==> src/hdl/vtm_pkg.sv <==
package vtm_pkg;

  localparam int SlotsDefault = 16;
  localparam int MaxResults   = 16;
  localparam int FireCntW     = $clog2(MaxResults + 1);

  localparam int IntervalW  = 32;
  localparam int SlotFieldW = 4;
  localparam int OpW        = 2;
  localparam int KindW      = 2;
  localparam int StatusW    = 2;
  localparam int InDataW    = 40;
  localparam int OutDataW   = 8;

  localparam logic [OpW-1:0] OpTick   = 2'd0;
  localparam logic [OpW-1:0] OpStart  = 2'd1;
  localparam logic [OpW-1:0] OpCancel = 2'd2;

  localparam logic [KindW-1:0] KindStart  = 2'd0;
  localparam logic [KindW-1:0] KindCancel = 2'd1;
  localparam logic [KindW-1:0] KindFire   = 2'd2;

  localparam logic [StatusW-1:0] StOk       = 2'd0;
  localparam logic [StatusW-1:0] StFull     = 2'd1;
  localparam logic [StatusW-1:0] StInactive = 2'd2;

  // controller to datapath
  typedef struct packed {
    logic load;
    logic now_inc;
    logic start;
    logic cancel;
    logic scan_first;
    logic chk;
    logic flush;
  } cmd_t;

  // datapath to controller
  typedef struct packed {
    logic out_free;
    logic push_need;
    logic pend_valid;
    logic scan_last;
  } stat_t;

endpackage

==> src/hdl/vtm_ctrl.sv <==
module vtm_ctrl (
  input  logic                clk_i,
  input  logic                rst_ni,
  input  logic                in_valid_i,
  input  logic [vtm_pkg::OpW-1:0] op_i,
  output logic                in_ready_o,
  input  vtm_pkg::stat_t      stat_i,
  output vtm_pkg::cmd_t       cmd_o
);

  typedef enum logic [2:0] {
    StIdle,
    StStart,
    StCancel,
    StScanFirst,
    StScan,
    StFlush
  } state_e;

  state_e state_q;
  logic   accept;

  assign in_ready_o = (state_q == StIdle);
  assign accept     = in_valid_i && in_ready_o;

  always_ff @(posedge clk_i or negedge rst_ni) begin
    if (!rst_ni) begin
      state_q <= StIdle;
    end else begin
      case (state_q)
        StIdle: begin
          if (accept) begin
            case (op_i)
              vtm_pkg::OpTick:   state_q <= StScanFirst;
              vtm_pkg::OpStart:  state_q <= StStart;
              vtm_pkg::OpCancel: state_q <= StCancel;
              default:           state_q <= StIdle;
            endcase
          end
        end
        StStart, StCancel: begin
          if (stat_i.out_free) state_q <= StIdle;
        end
        StScanFirst: state_q <= StScan;
        StScan: begin
          if (!(stat_i.push_need && !stat_i.out_free) && stat_i.scan_last) begin
            state_q <= StFlush;
          end
        end
        StFlush: begin
          if (!stat_i.pend_valid || stat_i.out_free) state_q <= StIdle;
        end
        default: state_q <= StIdle;
      endcase
    end
  end

  always_comb begin
    cmd_o = '0;
    case (state_q)
      StIdle: begin
        cmd_o.load    = accept;
        cmd_o.now_inc = accept && (op_i == vtm_pkg::OpTick);
      end
      StStart:     cmd_o.start      = stat_i.out_free;
      StCancel:    cmd_o.cancel     = stat_i.out_free;
      StScanFirst: cmd_o.scan_first = 1'b1;
      // hold the slot while a fire waits for the output register
      StScan:      cmd_o.chk        = !(stat_i.push_need && !stat_i.out_free);
      StFlush:     cmd_o.flush      = stat_i.pend_valid && stat_i.out_free;
      default:     cmd_o            = '0;
    endcase
  end

endmodule

==> src/hdl/vtm_datapath.sv <==
module vtm_datapath #(
  parameter int SLOTS = vtm_pkg::SlotsDefault
) (
  input  logic                              clk_i,
  input  logic                              rst_ni,
  input  vtm_pkg::cmd_t                     cmd_i,
  output vtm_pkg::stat_t                    stat_o,
  input  logic [vtm_pkg::IntervalW-1:0]     interval_i,
  input  logic                              repeat_req_i,
  input  logic [vtm_pkg::SlotFieldW-1:0]    cancel_slot_i,
  output logic                              out_valid_o,
  input  logic                              out_ready_i,
  output logic [vtm_pkg::KindW-1:0]         out_kind_o,
  output logic [vtm_pkg::SlotFieldW-1:0]    out_slot_o,
  output logic [vtm_pkg::StatusW-1:0]       out_status_o,
  output logic                              out_last_o
);

  localparam int SlotW = $clog2(SLOTS);
  localparam int TW    = (SlotW > vtm_pkg::SlotFieldW) ? SlotW : vtm_pkg::SlotFieldW;

  function automatic logic [vtm_pkg::SlotFieldW-1:0] to_slot(input logic [SlotW-1:0] idx);
    logic [TW-1:0] e;
    e = TW'(idx);
    return e[vtm_pkg::SlotFieldW-1:0];
  endfunction

  logic [vtm_pkg::IntervalW-1:0] exp_mem [SLOTS];
  logic [vtm_pkg::IntervalW-1:0] per_mem [SLOTS];
  logic [vtm_pkg::IntervalW-1:0] rd_exp_q, rd_per_q;
  logic [vtm_pkg::IntervalW-1:0] now_q;
  logic [vtm_pkg::IntervalW-1:0] ivl_q;
  logic                          rep_q;
  logic [vtm_pkg::SlotFieldW-1:0] tid_q;
  logic [SLOTS-1:0]              active_q, repeat_q;
  logic [SlotW-1:0]              idx_q;
  logic                          pend_valid_q;
  logic [vtm_pkg::SlotFieldW-1:0] pend_slot_q;
  logic [vtm_pkg::FireCntW-1:0]  fire_cnt_q;

  logic                          out_valid_q;
  logic [vtm_pkg::KindW-1:0]     out_kind_q;
  logic [vtm_pkg::SlotFieldW-1:0] out_slot_q;
  logic [vtm_pkg::StatusW-1:0]   out_status_q;
  logic                          out_last_q;

  logic [SlotW-1:0]  free_idx;
  logic              full;
  logic [TW-1:0]     tid_ext;
  logic              tid_hit;
  logic              hit, room, scan_last;
  logic              rd_en;
  logic [SlotW-1:0]  rd_addr;
  logic              exp_we;
  logic [SlotW-1:0]  exp_waddr;
  logic [vtm_pkg::IntervalW-1:0] exp_wdata;

  // lowest free slot
  always_comb begin
    free_idx = '0;
    full     = 1'b1;
    for (int i = SLOTS - 1; i >= 0; i--) begin
      if (!active_q[i]) begin
        free_idx = SlotW'(i);
        full     = 1'b0;
      end
    end
  end

  assign tid_ext   = TW'(tid_q);
  assign tid_hit   = (32'(tid_q) < SLOTS) && active_q[tid_ext[SlotW-1:0]];
  assign hit       = active_q[idx_q] && (rd_exp_q == now_q);
  assign room      = fire_cnt_q < vtm_pkg::FireCntW'(vtm_pkg::MaxResults);
  assign scan_last = (32'(idx_q) == SLOTS - 1);

  assign stat_o.out_free   = !out_valid_q || out_ready_i;
  assign stat_o.push_need  = hit && room && pend_valid_q;
  assign stat_o.pend_valid = pend_valid_q;
  assign stat_o.scan_last  = scan_last;

  assign rd_en   = cmd_i.scan_first || (cmd_i.chk && !scan_last);
  assign rd_addr = cmd_i.scan_first ? '0 : idx_q + SlotW'(1);

  always_comb begin
    exp_we    = 1'b0;
    exp_waddr = free_idx;
    exp_wdata = now_q + ivl_q;
    if (cmd_i.start && !full) begin
      exp_we = 1'b1;
    end else if (cmd_i.chk && hit && repeat_q[idx_q]) begin
      // re-arm one period after the due time
      exp_we    = 1'b1;
      exp_waddr = idx_q;
      exp_wdata = rd_exp_q + rd_per_q;
    end
  end

  always_ff @(posedge clk_i) begin
    if (exp_we) exp_mem[exp_waddr] <= exp_wdata;
    if (cmd_i.start && !full) per_mem[free_idx] <= ivl_q;
    if (rd_en) begin
      rd_exp_q <= exp_mem[rd_addr];
      rd_per_q <= per_mem[rd_addr];
    end
  end

  always_ff @(posedge clk_i) begin
    if (cmd_i.load) begin
      ivl_q <= (interval_i == '0) ? vtm_pkg::IntervalW'(1) : interval_i;
      rep_q <= repeat_req_i;
      tid_q <= cancel_slot_i;
    end
    if (cmd_i.chk && hit && room) pend_slot_q <= to_slot(idx_q);
  end

  always_ff @(posedge clk_i or negedge rst_ni) begin
    if (!rst_ni) begin
      now_q        <= '0;
      active_q     <= '0;
      repeat_q     <= '0;
      idx_q        <= '0;
      pend_valid_q <= 1'b0;
      fire_cnt_q   <= '0;
    end else begin
      if (cmd_i.now_inc) now_q <= now_q + vtm_pkg::IntervalW'(1);
      if (cmd_i.start && !full) begin
        active_q[free_idx] <= 1'b1;
        repeat_q[free_idx] <= rep_q;
      end
      if (cmd_i.cancel && tid_hit) active_q[tid_ext[SlotW-1:0]] <= 1'b0;
      if (cmd_i.scan_first) begin
        idx_q        <= '0;
        pend_valid_q <= 1'b0;
        fire_cnt_q   <= '0;
      end
      if (cmd_i.chk) begin
        if (hit && !repeat_q[idx_q]) active_q[idx_q] <= 1'b0;
        if (hit && room) begin
          pend_valid_q <= 1'b1;
          fire_cnt_q   <= fire_cnt_q + vtm_pkg::FireCntW'(1);
        end
        if (!scan_last) idx_q <= idx_q + SlotW'(1);
      end
      if (cmd_i.flush) pend_valid_q <= 1'b0;
    end
  end

  // output register
  always_ff @(posedge clk_i or negedge rst_ni) begin
    if (!rst_ni) begin
      out_valid_q <= 1'b0;
    end else if (cmd_i.start || cmd_i.cancel || cmd_i.flush ||
                 (cmd_i.chk && stat_o.push_need)) begin
      out_valid_q <= 1'b1;
    end else if (out_ready_i) begin
      out_valid_q <= 1'b0;
    end
  end

  always_ff @(posedge clk_i) begin
    if (cmd_i.start) begin
      out_kind_q   <= vtm_pkg::KindStart;
      out_slot_q   <= full ? '0 : to_slot(free_idx);
      out_status_q <= full ? vtm_pkg::StFull : vtm_pkg::StOk;
      out_last_q   <= 1'b1;
    end else if (cmd_i.cancel) begin
      out_kind_q   <= vtm_pkg::KindCancel;
      out_slot_q   <= tid_q;
      out_status_q <= tid_hit ? vtm_pkg::StOk : vtm_pkg::StInactive;
      out_last_q   <= 1'b1;
    end else if (cmd_i.flush || (cmd_i.chk && stat_o.push_need)) begin
      // a held fire goes out once the next one is known, or at scan end
      out_kind_q   <= vtm_pkg::KindFire;
      out_slot_q   <= pend_slot_q;
      out_status_q <= vtm_pkg::StOk;
      out_last_q   <= cmd_i.flush;
    end
  end

  assign out_valid_o  = out_valid_q;
  assign out_kind_o   = out_kind_q;
  assign out_slot_o   = out_slot_q;
  assign out_status_o = out_status_q;
  assign out_last_o   = out_last_q;

endmodule

==> src/hdl/virtual_timer_multiplexer.sv <==
// Virtual timer multiplexer: SLOTS software timers share one microsecond count.
// Slave stream: tuser carries the operation (tick, start, cancel); tdata carries
// interval, repeat_req and cancel_slot. Master stream: tuser carries the event kind,
// tdata the slot and status, tlast marks the final result of an input item.
// One item is worked at a time; s_axis_tready_o is high only while idle.
// Start and cancel: the reply is loaded into the output register from the start
// or cancel state once that register is free, and the block is ready again in the
// cycle after that load. Tick: the count advances, then the expiry and period
// memories are scanned one slot per cycle through their registered read port,
// except in every cycle in which a fire waits for the output register. Each fire
// result is held back until the next one is known, so that tlast can be set on
// the final one; at most MaxResults fires are reported per tick, due periodic
// slots re-arm and due one-shot slots are freed. Reset clears the count and all
// active flags; no timers run afterwards. When the receiver stalls, the output
// register holds its item and the scan waits on the next fire that needs that
// register.
module virtual_timer_multiplexer #(
  parameter int SLOTS = vtm_pkg::SlotsDefault
) (
  input  logic                          clk_i,
  input  logic                          rst_ni,
  input  logic                          s_axis_tvalid_i,
  output logic                          s_axis_tready_o,
  // [31:0] interval, [32] repeat_req, [36:33] cancel_slot, [39:37] zero
  input  logic [vtm_pkg::InDataW-1:0]   s_axis_tdata_i,
  // [1:0] operation
  input  logic [vtm_pkg::OpW-1:0]       s_axis_tuser_i,
  output logic                          m_axis_tvalid_o,
  input  logic                          m_axis_tready_i,
  // [3:0] slot, [5:4] status, [7:6] zero
  output logic [vtm_pkg::OutDataW-1:0]  m_axis_tdata_o,
  // [1:0] event_kind
  output logic [vtm_pkg::KindW-1:0]     m_axis_tuser_o,
  output logic                          m_axis_tlast_o
);

  vtm_pkg::cmd_t  cmd;
  vtm_pkg::stat_t stat;
  logic [vtm_pkg::SlotFieldW-1:0] out_slot;
  logic [vtm_pkg::StatusW-1:0]    out_status;

  vtm_ctrl u_ctrl (
    .clk_i      (clk_i),
    .rst_ni     (rst_ni),
    .in_valid_i (s_axis_tvalid_i),
    .op_i       (s_axis_tuser_i),
    .in_ready_o (s_axis_tready_o),
    .stat_i     (stat),
    .cmd_o      (cmd)
  );

  vtm_datapath #(
    .SLOTS (SLOTS)
  ) u_dp (
    .clk_i         (clk_i),
    .rst_ni        (rst_ni),
    .cmd_i         (cmd),
    .stat_o        (stat),
    .interval_i    (s_axis_tdata_i[31:0]),
    .repeat_req_i  (s_axis_tdata_i[32]),
    .cancel_slot_i (s_axis_tdata_i[36:33]),
    .out_valid_o   (m_axis_tvalid_o),
    .out_ready_i   (m_axis_tready_i),
    .out_kind_o    (m_axis_tuser_o),
    .out_slot_o    (out_slot),
    .out_status_o  (out_status),
    .out_last_o    (m_axis_tlast_o)
  );

  assign m_axis_tdata_o = {2'b00, out_status, out_slot};

endmodule

==> config.mk <==
export PLATFORM = sky130hd
export DESIGN_NAME = virtual_timer_multiplexer
export DESIGN_NICKNAME = d
export VERILOG_FILES = /design/src/hdl/vtm_pkg.sv /design/src/hdl/vtm_ctrl.sv /design/src/hdl/vtm_datapath.sv /design/src/hdl/virtual_timer_multiplexer.sv
export SDC_FILE = /design/constraint.sdc
export NUM_CORES = 2
export LEC_CHECK = 0
export BUFFER_PORTS_ARGS = -buffer_cell sky130_fd_sc_hd__buf_2
export CAP_MARGIN = 20
export CORE_MARGIN = 1.5
export CORE_UTILIZATION = 40
export DETAILED_ROUTE_END_ITERATION = 12
export HOLD_SLACK_MARGIN = 0.06
export PLACE_DENSITY = 0.53
export SLEW_MARGIN = 20
export SYNTH_ARGS = -nofsm -noshare
export SYNTH_HDL_FRONTEND = slang
export SYNTH_HIERARCHICAL = 1
export SYNTH_SLANG_ARGS = --single-unit
export TNS_END_PERCENT = 1
==> constraint.sdc <==
create_clock -name clk_i -period 9.7 [get_ports clk_i]
set_input_delay 0.97 -clock clk_i [delete_from_list [all_inputs] [get_ports clk_i]]
set_output_delay 0.97 -clock clk_i [all_outputs]
set_load 0.02 [all_outputs]
### After elaboration in Yosys (flattened, before gate mapping)

Memory sizes are Yosys's and may differ from the RTL's. A register that Yosys moved wholly into a read port is not among the register bits.
Index checks and enable logic that the tools add are counted.

* $add $sub $neg: 5
* multipliers: 0
* div/mod/pow operators: 0
* order comparisons: 7
* equality and inequality tests: 13
* shift operators: 0
* multiplexer cells: 95
* bitwise operators: 5
* reduce and logical (&&, ||, !) cells: 42

Operators with widths (count)
* 4-bit two-way mux: 26
* 32-bit adder: 2
* 16-bit two-way mux: 4
* 32-bit two-way mux: 2
* 1-bit two-way mux: 42
* 32-bit by 1-bit adder with 32-bit output (second input constant): 1
* 16-bit bitwise AND: 2
* 32-bit equality test: 1
* 32-bit logical NOT: 1
* 16-bit NOT: 2
* 1-bit logical AND: 19
* 16-bit bitwise mux: 1
* 16-bit bitwise OR: 1
* 4-bit by 5-bit less-than comparator with 1-bit output (second input constant): 3
* 5-bit two-way mux: 3
* 3-bit one-hot mux with 5 select lines: 1
* 1-bit binary-select mux with 4-bit select: 3
* 1-bit demux with 4-bit select: 3
* 4-bit by 1-bit greater-or-equal comparator with 1-bit output (second input constant): 3
* 3-bit two-way mux: 4
* 2-bit two-way mux: 5
* 1-bit logical NOT: 7
* 1-bit logical OR: 7
* 3-bit by 2-bit equality test with 1-bit output (second input constant): 2
* other kinds (17): 22

* register bits: 128
* latch bits: 0
* RAM bits: 1024
* ROM bits: 0
* input bits: 46
* output and inout port bits: 13
* memories kept: 2

Memory list
* u_dp.exp_mem: words 16, bits a word 32, rd ports 1, clocked after memory_dff 1, write ports 1, line vtm_datapath.sv:28 `logic [vtm_pkg::IntervalW-1:0] exp_mem [SLOTS];`
* u_dp.per_mem: words 16, bits a word 32, rd ports 1, clocked after memory_dff 1, write ports 1, line vtm_datapath.sv:29 `logic [vtm_pkg::IntervalW-1:0] per_mem [SLOTS];`

### Depth between registers and ports, before layout

* depth in word-level cells: 27
* mapped depth: 14

### By module

Netlist, hierarchy kept.

Modules (own cells, without submodules)
* vtm_datapath: times used 1, cells each 3373, area an instance 51474.4 µm², seq. area each 36019.5 µm²
* vtm_ctrl: times used 1, cells each 29, area an instance 250.2 µm², seq. area each 75.1 µm²
* virtual_timer_multiplexer: times used 1, cells each 3, area an instance 18.8 µm², seq. area each 0.0 µm²

### Worst setup path after synthesis

OpenSTA, ideal clock, no wires.

* path kind: register to register
* start point: reg u_dp.idx_q[0]
* end point: reg u_dp.idx_q[0]
* setup time: 362 ps
* arrival time: 7212 ps
* data required time: 9338 ps
* setup slack: 2126 ps
* stages on the path, launching flop included: 12
* buffers on the path: 2
* period minus slack after synthesis: 7574 ps
* path through: dfrtp_1 > buf_4 > mux4_2 > mux4_2 > nand3_2 > nor3b_1 > nor2b_2 > nor3_1 > clkbuf_1 > inv_1 > o21ai_0 > o21ai_0

RTL lines
* start, declared: line vtm_datapath.sv:36 `logic [SlotW-1:0] idx_q;`
* start signal, assigned: line vtm_datapath.sv:142 `if (!scan_last) idx_q <= idx_q + SlotW'(1);`

==> results.txt <==
* Run status: completed
* Total Negative Setup Slacks: 0 ns
- The share of total power dissipated in the clock network is 0.289.
- The path with the worst hold slack has its endpoint at u_dp/tid_ext[0]$_DFFE_PP_.
* Maximum buffer depth of the clock tree: 3
- Of the post-synthesis cell area, the dominant cell type holds 0.6587.
- Final hold analysis gives a worst-case slack of 0.3951 ns.
- In this run the static leakage power is 19.92 nW.
- For this run, the total global-route usage over all layers was measured as 0.1932.
* Power Density: 293.6 nW/µm²
* Routed met3 length: 5.613 mm
- Setup repair after global routing left no endpoint under its margin.
- A synthesized cell averages 15.20 µm².
- In the synthesized netlist the dominant register cell turns out to be edfxtp_1.
* Cells taking the most area after synthesis: edfxtp_1 66%, mux2i_1 5.1%, dfrtp_1 3.8%
- Timing would allow up to 189.3 MHz.
- Fraction of power spent switching nets: 0.3401
- Overall power consumption: 0.01717 W
- H-tree levels: 4
- The worst register-to-register path has a setup slack of 4.42 ns.
- The initial utilization of the core area, before any placement, comes to 0.4042.
* Cell depth of the worst hold path: 1
- Headroom to the max-slew limit came out at 0.2998.
* Total inserted antenna cells: 0
- Measured in cells, the most critical reg-to-reg path has a length of 15.
* Max-cap violations: 0
- Library cell with the largest summed area after synthesis: edfxtp_1
- The worst setup path is launched from a register.
- Die Outline Area: 131500 µm²
- Die H: 362.7 µm
* Crit path required time: 10.06 ns
- In the synthesized netlist, the number of instances is 3405.
* Top routing layer in use: met4
- Of the cells placed in the final design, the portion with a size suffix greater than 1 is 0.1404.
- By instance count, the cell type seen most on the critical path is buf_4.
- In this run the worst path has a maximum fanout of 64.
- Buffers placed on the I/O ports in this run total 53.
* Count of buffers added by post-CTS timing repair for setup: 0
- The worst register-to-register path begins at u_dp/rd_exp_q[1]$_DFFE_PP_.
- Pins over their slew limit: 0
- After clock tree synthesis, the clock-pin slew on the worst setup and hold paths is 0.06 ns.
- Combinational power share: 0.312
- The total area inside the core boundary comes to 128000 µm².
* Final design utilization: 0.4567
- Counting flops with an async set or reset pin after synthesis yields a share of 0.06414.
* Minimum clock period after layout: 5.283 ns
* Ports placed on the boundary: 59
* Detailed-route wire length per cell: 24.11 µm
- Fin crit share: 0.5446
- Yosys mapped a number of flops with a built-in enable equal to 1135.
- Ranking of synthesized cells by instance count: 1135 x edfxtp_1, 336 x nand2_1, 265 x mux2i_1, 195 x a211oi_1, 153 x clkbuf_1
- Of the total power, registers draw 0.399.
* Via count of the first global-routing pass: 28215
* Signal arrival time at the worst endpoint: 5.65 ns
* #FFs+latches synth: 1216
* Ratio of routed vias to standard cells: 5.496
- Setup violation total in the final timing report: 0
* Die W: 362.7 µm
- The total overflow left after global routing is 0.
- Initial antenna violation count: 1
* Final count of hold timing violations: 0
- Counting the buffers created by CTS gives 133.
- Crit Reg-Reg Endpoint: u_dp/exp_mem[4][27]$_DFFE_PP_
- Post-detailed-route DRC marker count: 0
- The largest single stage delay on the critical path is 0.63 ns.
* Number of nets at the end of the flow: 3568
- The critical path in this run is classified as reg -> reg.
- In the detailed route, the total length drawn on met2 is 60.48 mm.
- In this run the core area contains 131 standard-cell rows.
- Sequential area share after synthesis: 0.6976
- For this run, the number of Yosys warnings is 6.
- Startpoint of the tightest hold check path: s_axis_tdata_i[33]
- Most frequently used cell type in the post-synthesis netlist: edfxtp_1
* Total routed wirelength: 127.4 mm
* Half-perimeter wire length after detailed placement: 70.43 mm
* Internal cell power: 0.01133 W
- WL met1: 58.52 mm
- From synthesis to final layout, the design area changed by 12.99%.
* Gpl congestion: 0.8300
- Across all layers, the routed design uses 29034 vias.
* Iteration count of the initial detailed-routing pass: 5
- For the worst-skew pair, the clock arrives at the later sink with an insertion delay of 0.75 ns.
- Maximum vdd drop: 228.7 µV
- After filler insertion, the fill cell instance count of the layout stands at 11176.
- Summed over all nets, the switching power comes to 0.005838 W.
* Clock root cell: clkbuf_16
- The first global-routing pass estimated 186.9 mm of wire.
* Remaining antenna violation count after routing: 0
* Min-delay worst type: in -> reg
* Critical Path Sink Type: register
- Clock skew on the completed layout was measured at 0.02543 ns.
* Distinct cells, synth: 76
- Walking the worst path, the cells encountered are xnor2_1, nand4_1, nor4_1, buf_4, nand3_2, nor3b_1, nor2b_2, nor3_2, buf_4, nand4_4, buf_4, mux2_4, or2_4, nor2_4, buf_4.
- Number of DRC markers after the initial detailed-route iteration: 2012
- At the pin with the least slew margin, the transition time is 1.043 ns.
- Entering global routing, the biggest net connects 125 pins.
* Post-synth design cell area: 51740 µm²
* CTS sink cnt: 1216
- Among all stages on the critical path, the largest delay is contributed by buf_4.
* Clock tree from TritonCTS: built
-- timing repair --
action / 4_1_cts / 5_1_grt
hold buffers: 1 / 0
endpoints found under the setup margin: 0 / 0
endpoints found under the hold margin: 9 / 0
resized for setup: 0 / 0
-- area by class of cell --
| type | count | area [µm²] | share of cell area |
|---|---|---|---|
| Sequential cell | 1216 | 36100 | 0.6175 |
| Multi-Input combinational cell | 1933 | 14870 | 0.2543 |
| Clock buffer | 173 | 3612 | 0.06179 |
| Tap cell | 1729 | 2163 | 0.03700 |
| Timing Repair Buffer | 133 | 920.9 | 0.01575 |
| Clock inverter | 64 | 669.4 | 0.01145 |
| Inverter | 35 | 131.4 | 0.002247 |
-- power by group through the flow --
stage | clock network, W | registers [W] | logic [W]
floorplan | 0 | 0.00679 | 0.00370
global placement | 0 | 0.00695 | 0.00539
detailed placement | 0 | 0.00696 | 0.00541
CTS | 0.00508 | 0.00685 | 0.00544
global route | 0.00528 | 0.00689 | 0.00582
finish | 0.00497 | 0.00684 | 0.00536
-- logic make-up after synthesis --
group | synth area share
AOI/OAI and AO/OA | 0.08362
xor gates and xnor gates | 0.02065
adders and majority gates | 0.01722
buffers and inverters | 0.02053
DFF | 0.6976
muxes | 0.09116
other | 0.00007247
and+or+nand+nor | 0.06918
-- cells in the final DEF (no fill, tap or decap), types with 30 or more instances in the layout --
cell type  netlist  routed
xor2_1          35      35
xnor2_1         87      87
nor2_1          71      52
dfrtp_1         78      77
a21oi_1        137     134
nand3_1         41      41
inv_1           32      30
a31oi_1         79      79
ha_1            68      68
mux2i_1        265     264
a211oi_1       195     195
edfxtp_1      1135    1135
buf_4            8      74
nand4_1         30      30
buf_2           24      52
nor2b_1        137     136
clkbuf_1       153      30
a311oi_1        65      65
nand2_1        336     334
o21ai_0         51      49
mux4_2          81      81
clkbuf_16        0     136
-- critical path: cells and delay by family (launching register included) --
family	cells	cell delay, ns
buf+inv	4	1.64
flops	1	0.45
xor+xnor	1	0.59
mux	1	0.36
simple gates	9	1.80
-- flip-flops by register name, indices dropped and copies added, names as in the netlist, 5 cells and up --
register	cells
u_dp/repeat_q	16
u_dp/rd_exp_q	32
u_dp/per_mem	512
u_dp/ivl_q	32
u_dp/now_q	32
u_dp/exp_mem	512
u_dp/rd_per_q	32
u_dp/active_q	16
u_dp/fire_cnt_q	5
-- per-layer routing --
layer	GRT usage	up-vias
li1	-	13368
met5	0	-
met3	0.03086	170
met2	0.3092	675
met1	0.2732	14821
met4	0.05407	0
-- worst max path at each step --
stage,depth (start not counted),start,endpoint
finish,15,u_dp/rd_exp_q[1]$_DFFE_PP_,u_dp/exp_mem[4][27]$_DFFE_PP_
floorplan,11,u_dp/idx_q[0]$_DFF_PN0_,u_dp/idx_q[0]$_DFF_PN0_
CTS,10,u_dp/idx_q[0]$_DFF_PN0_,u_dp/rd_exp_q[22]$_DFFE_PP_
global placement,10,u_dp/idx_q[0]$_DFF_PN0_,u_dp/rd_exp_q[22]$_DFFE_PP_
detailed placement,10,u_dp/idx_q[0]$_DFF_PN0_,u_dp/rd_exp_q[5]$_DFFE_PP_
global route,10,u_dp/idx_q[0]$_DFF_PN0_,u_dp/rd_exp_q[17]$_DFFE_PP_
-- metrics by stage --
step | cells | cell area [µm²] | worst slack (ns)
after CTS | 5281 | 58420 | 4.480
after floorplan | 3406 | 51750 | 2.126
after detailed placement | 5043 | 54130 | 4.499
after global routing | 5283 | 58460 | 4.298
after global placement | 5042 | 54120 | 4.524
final | 5283 | 58460 | 4.417
Power figures use the tool's default switching activity.
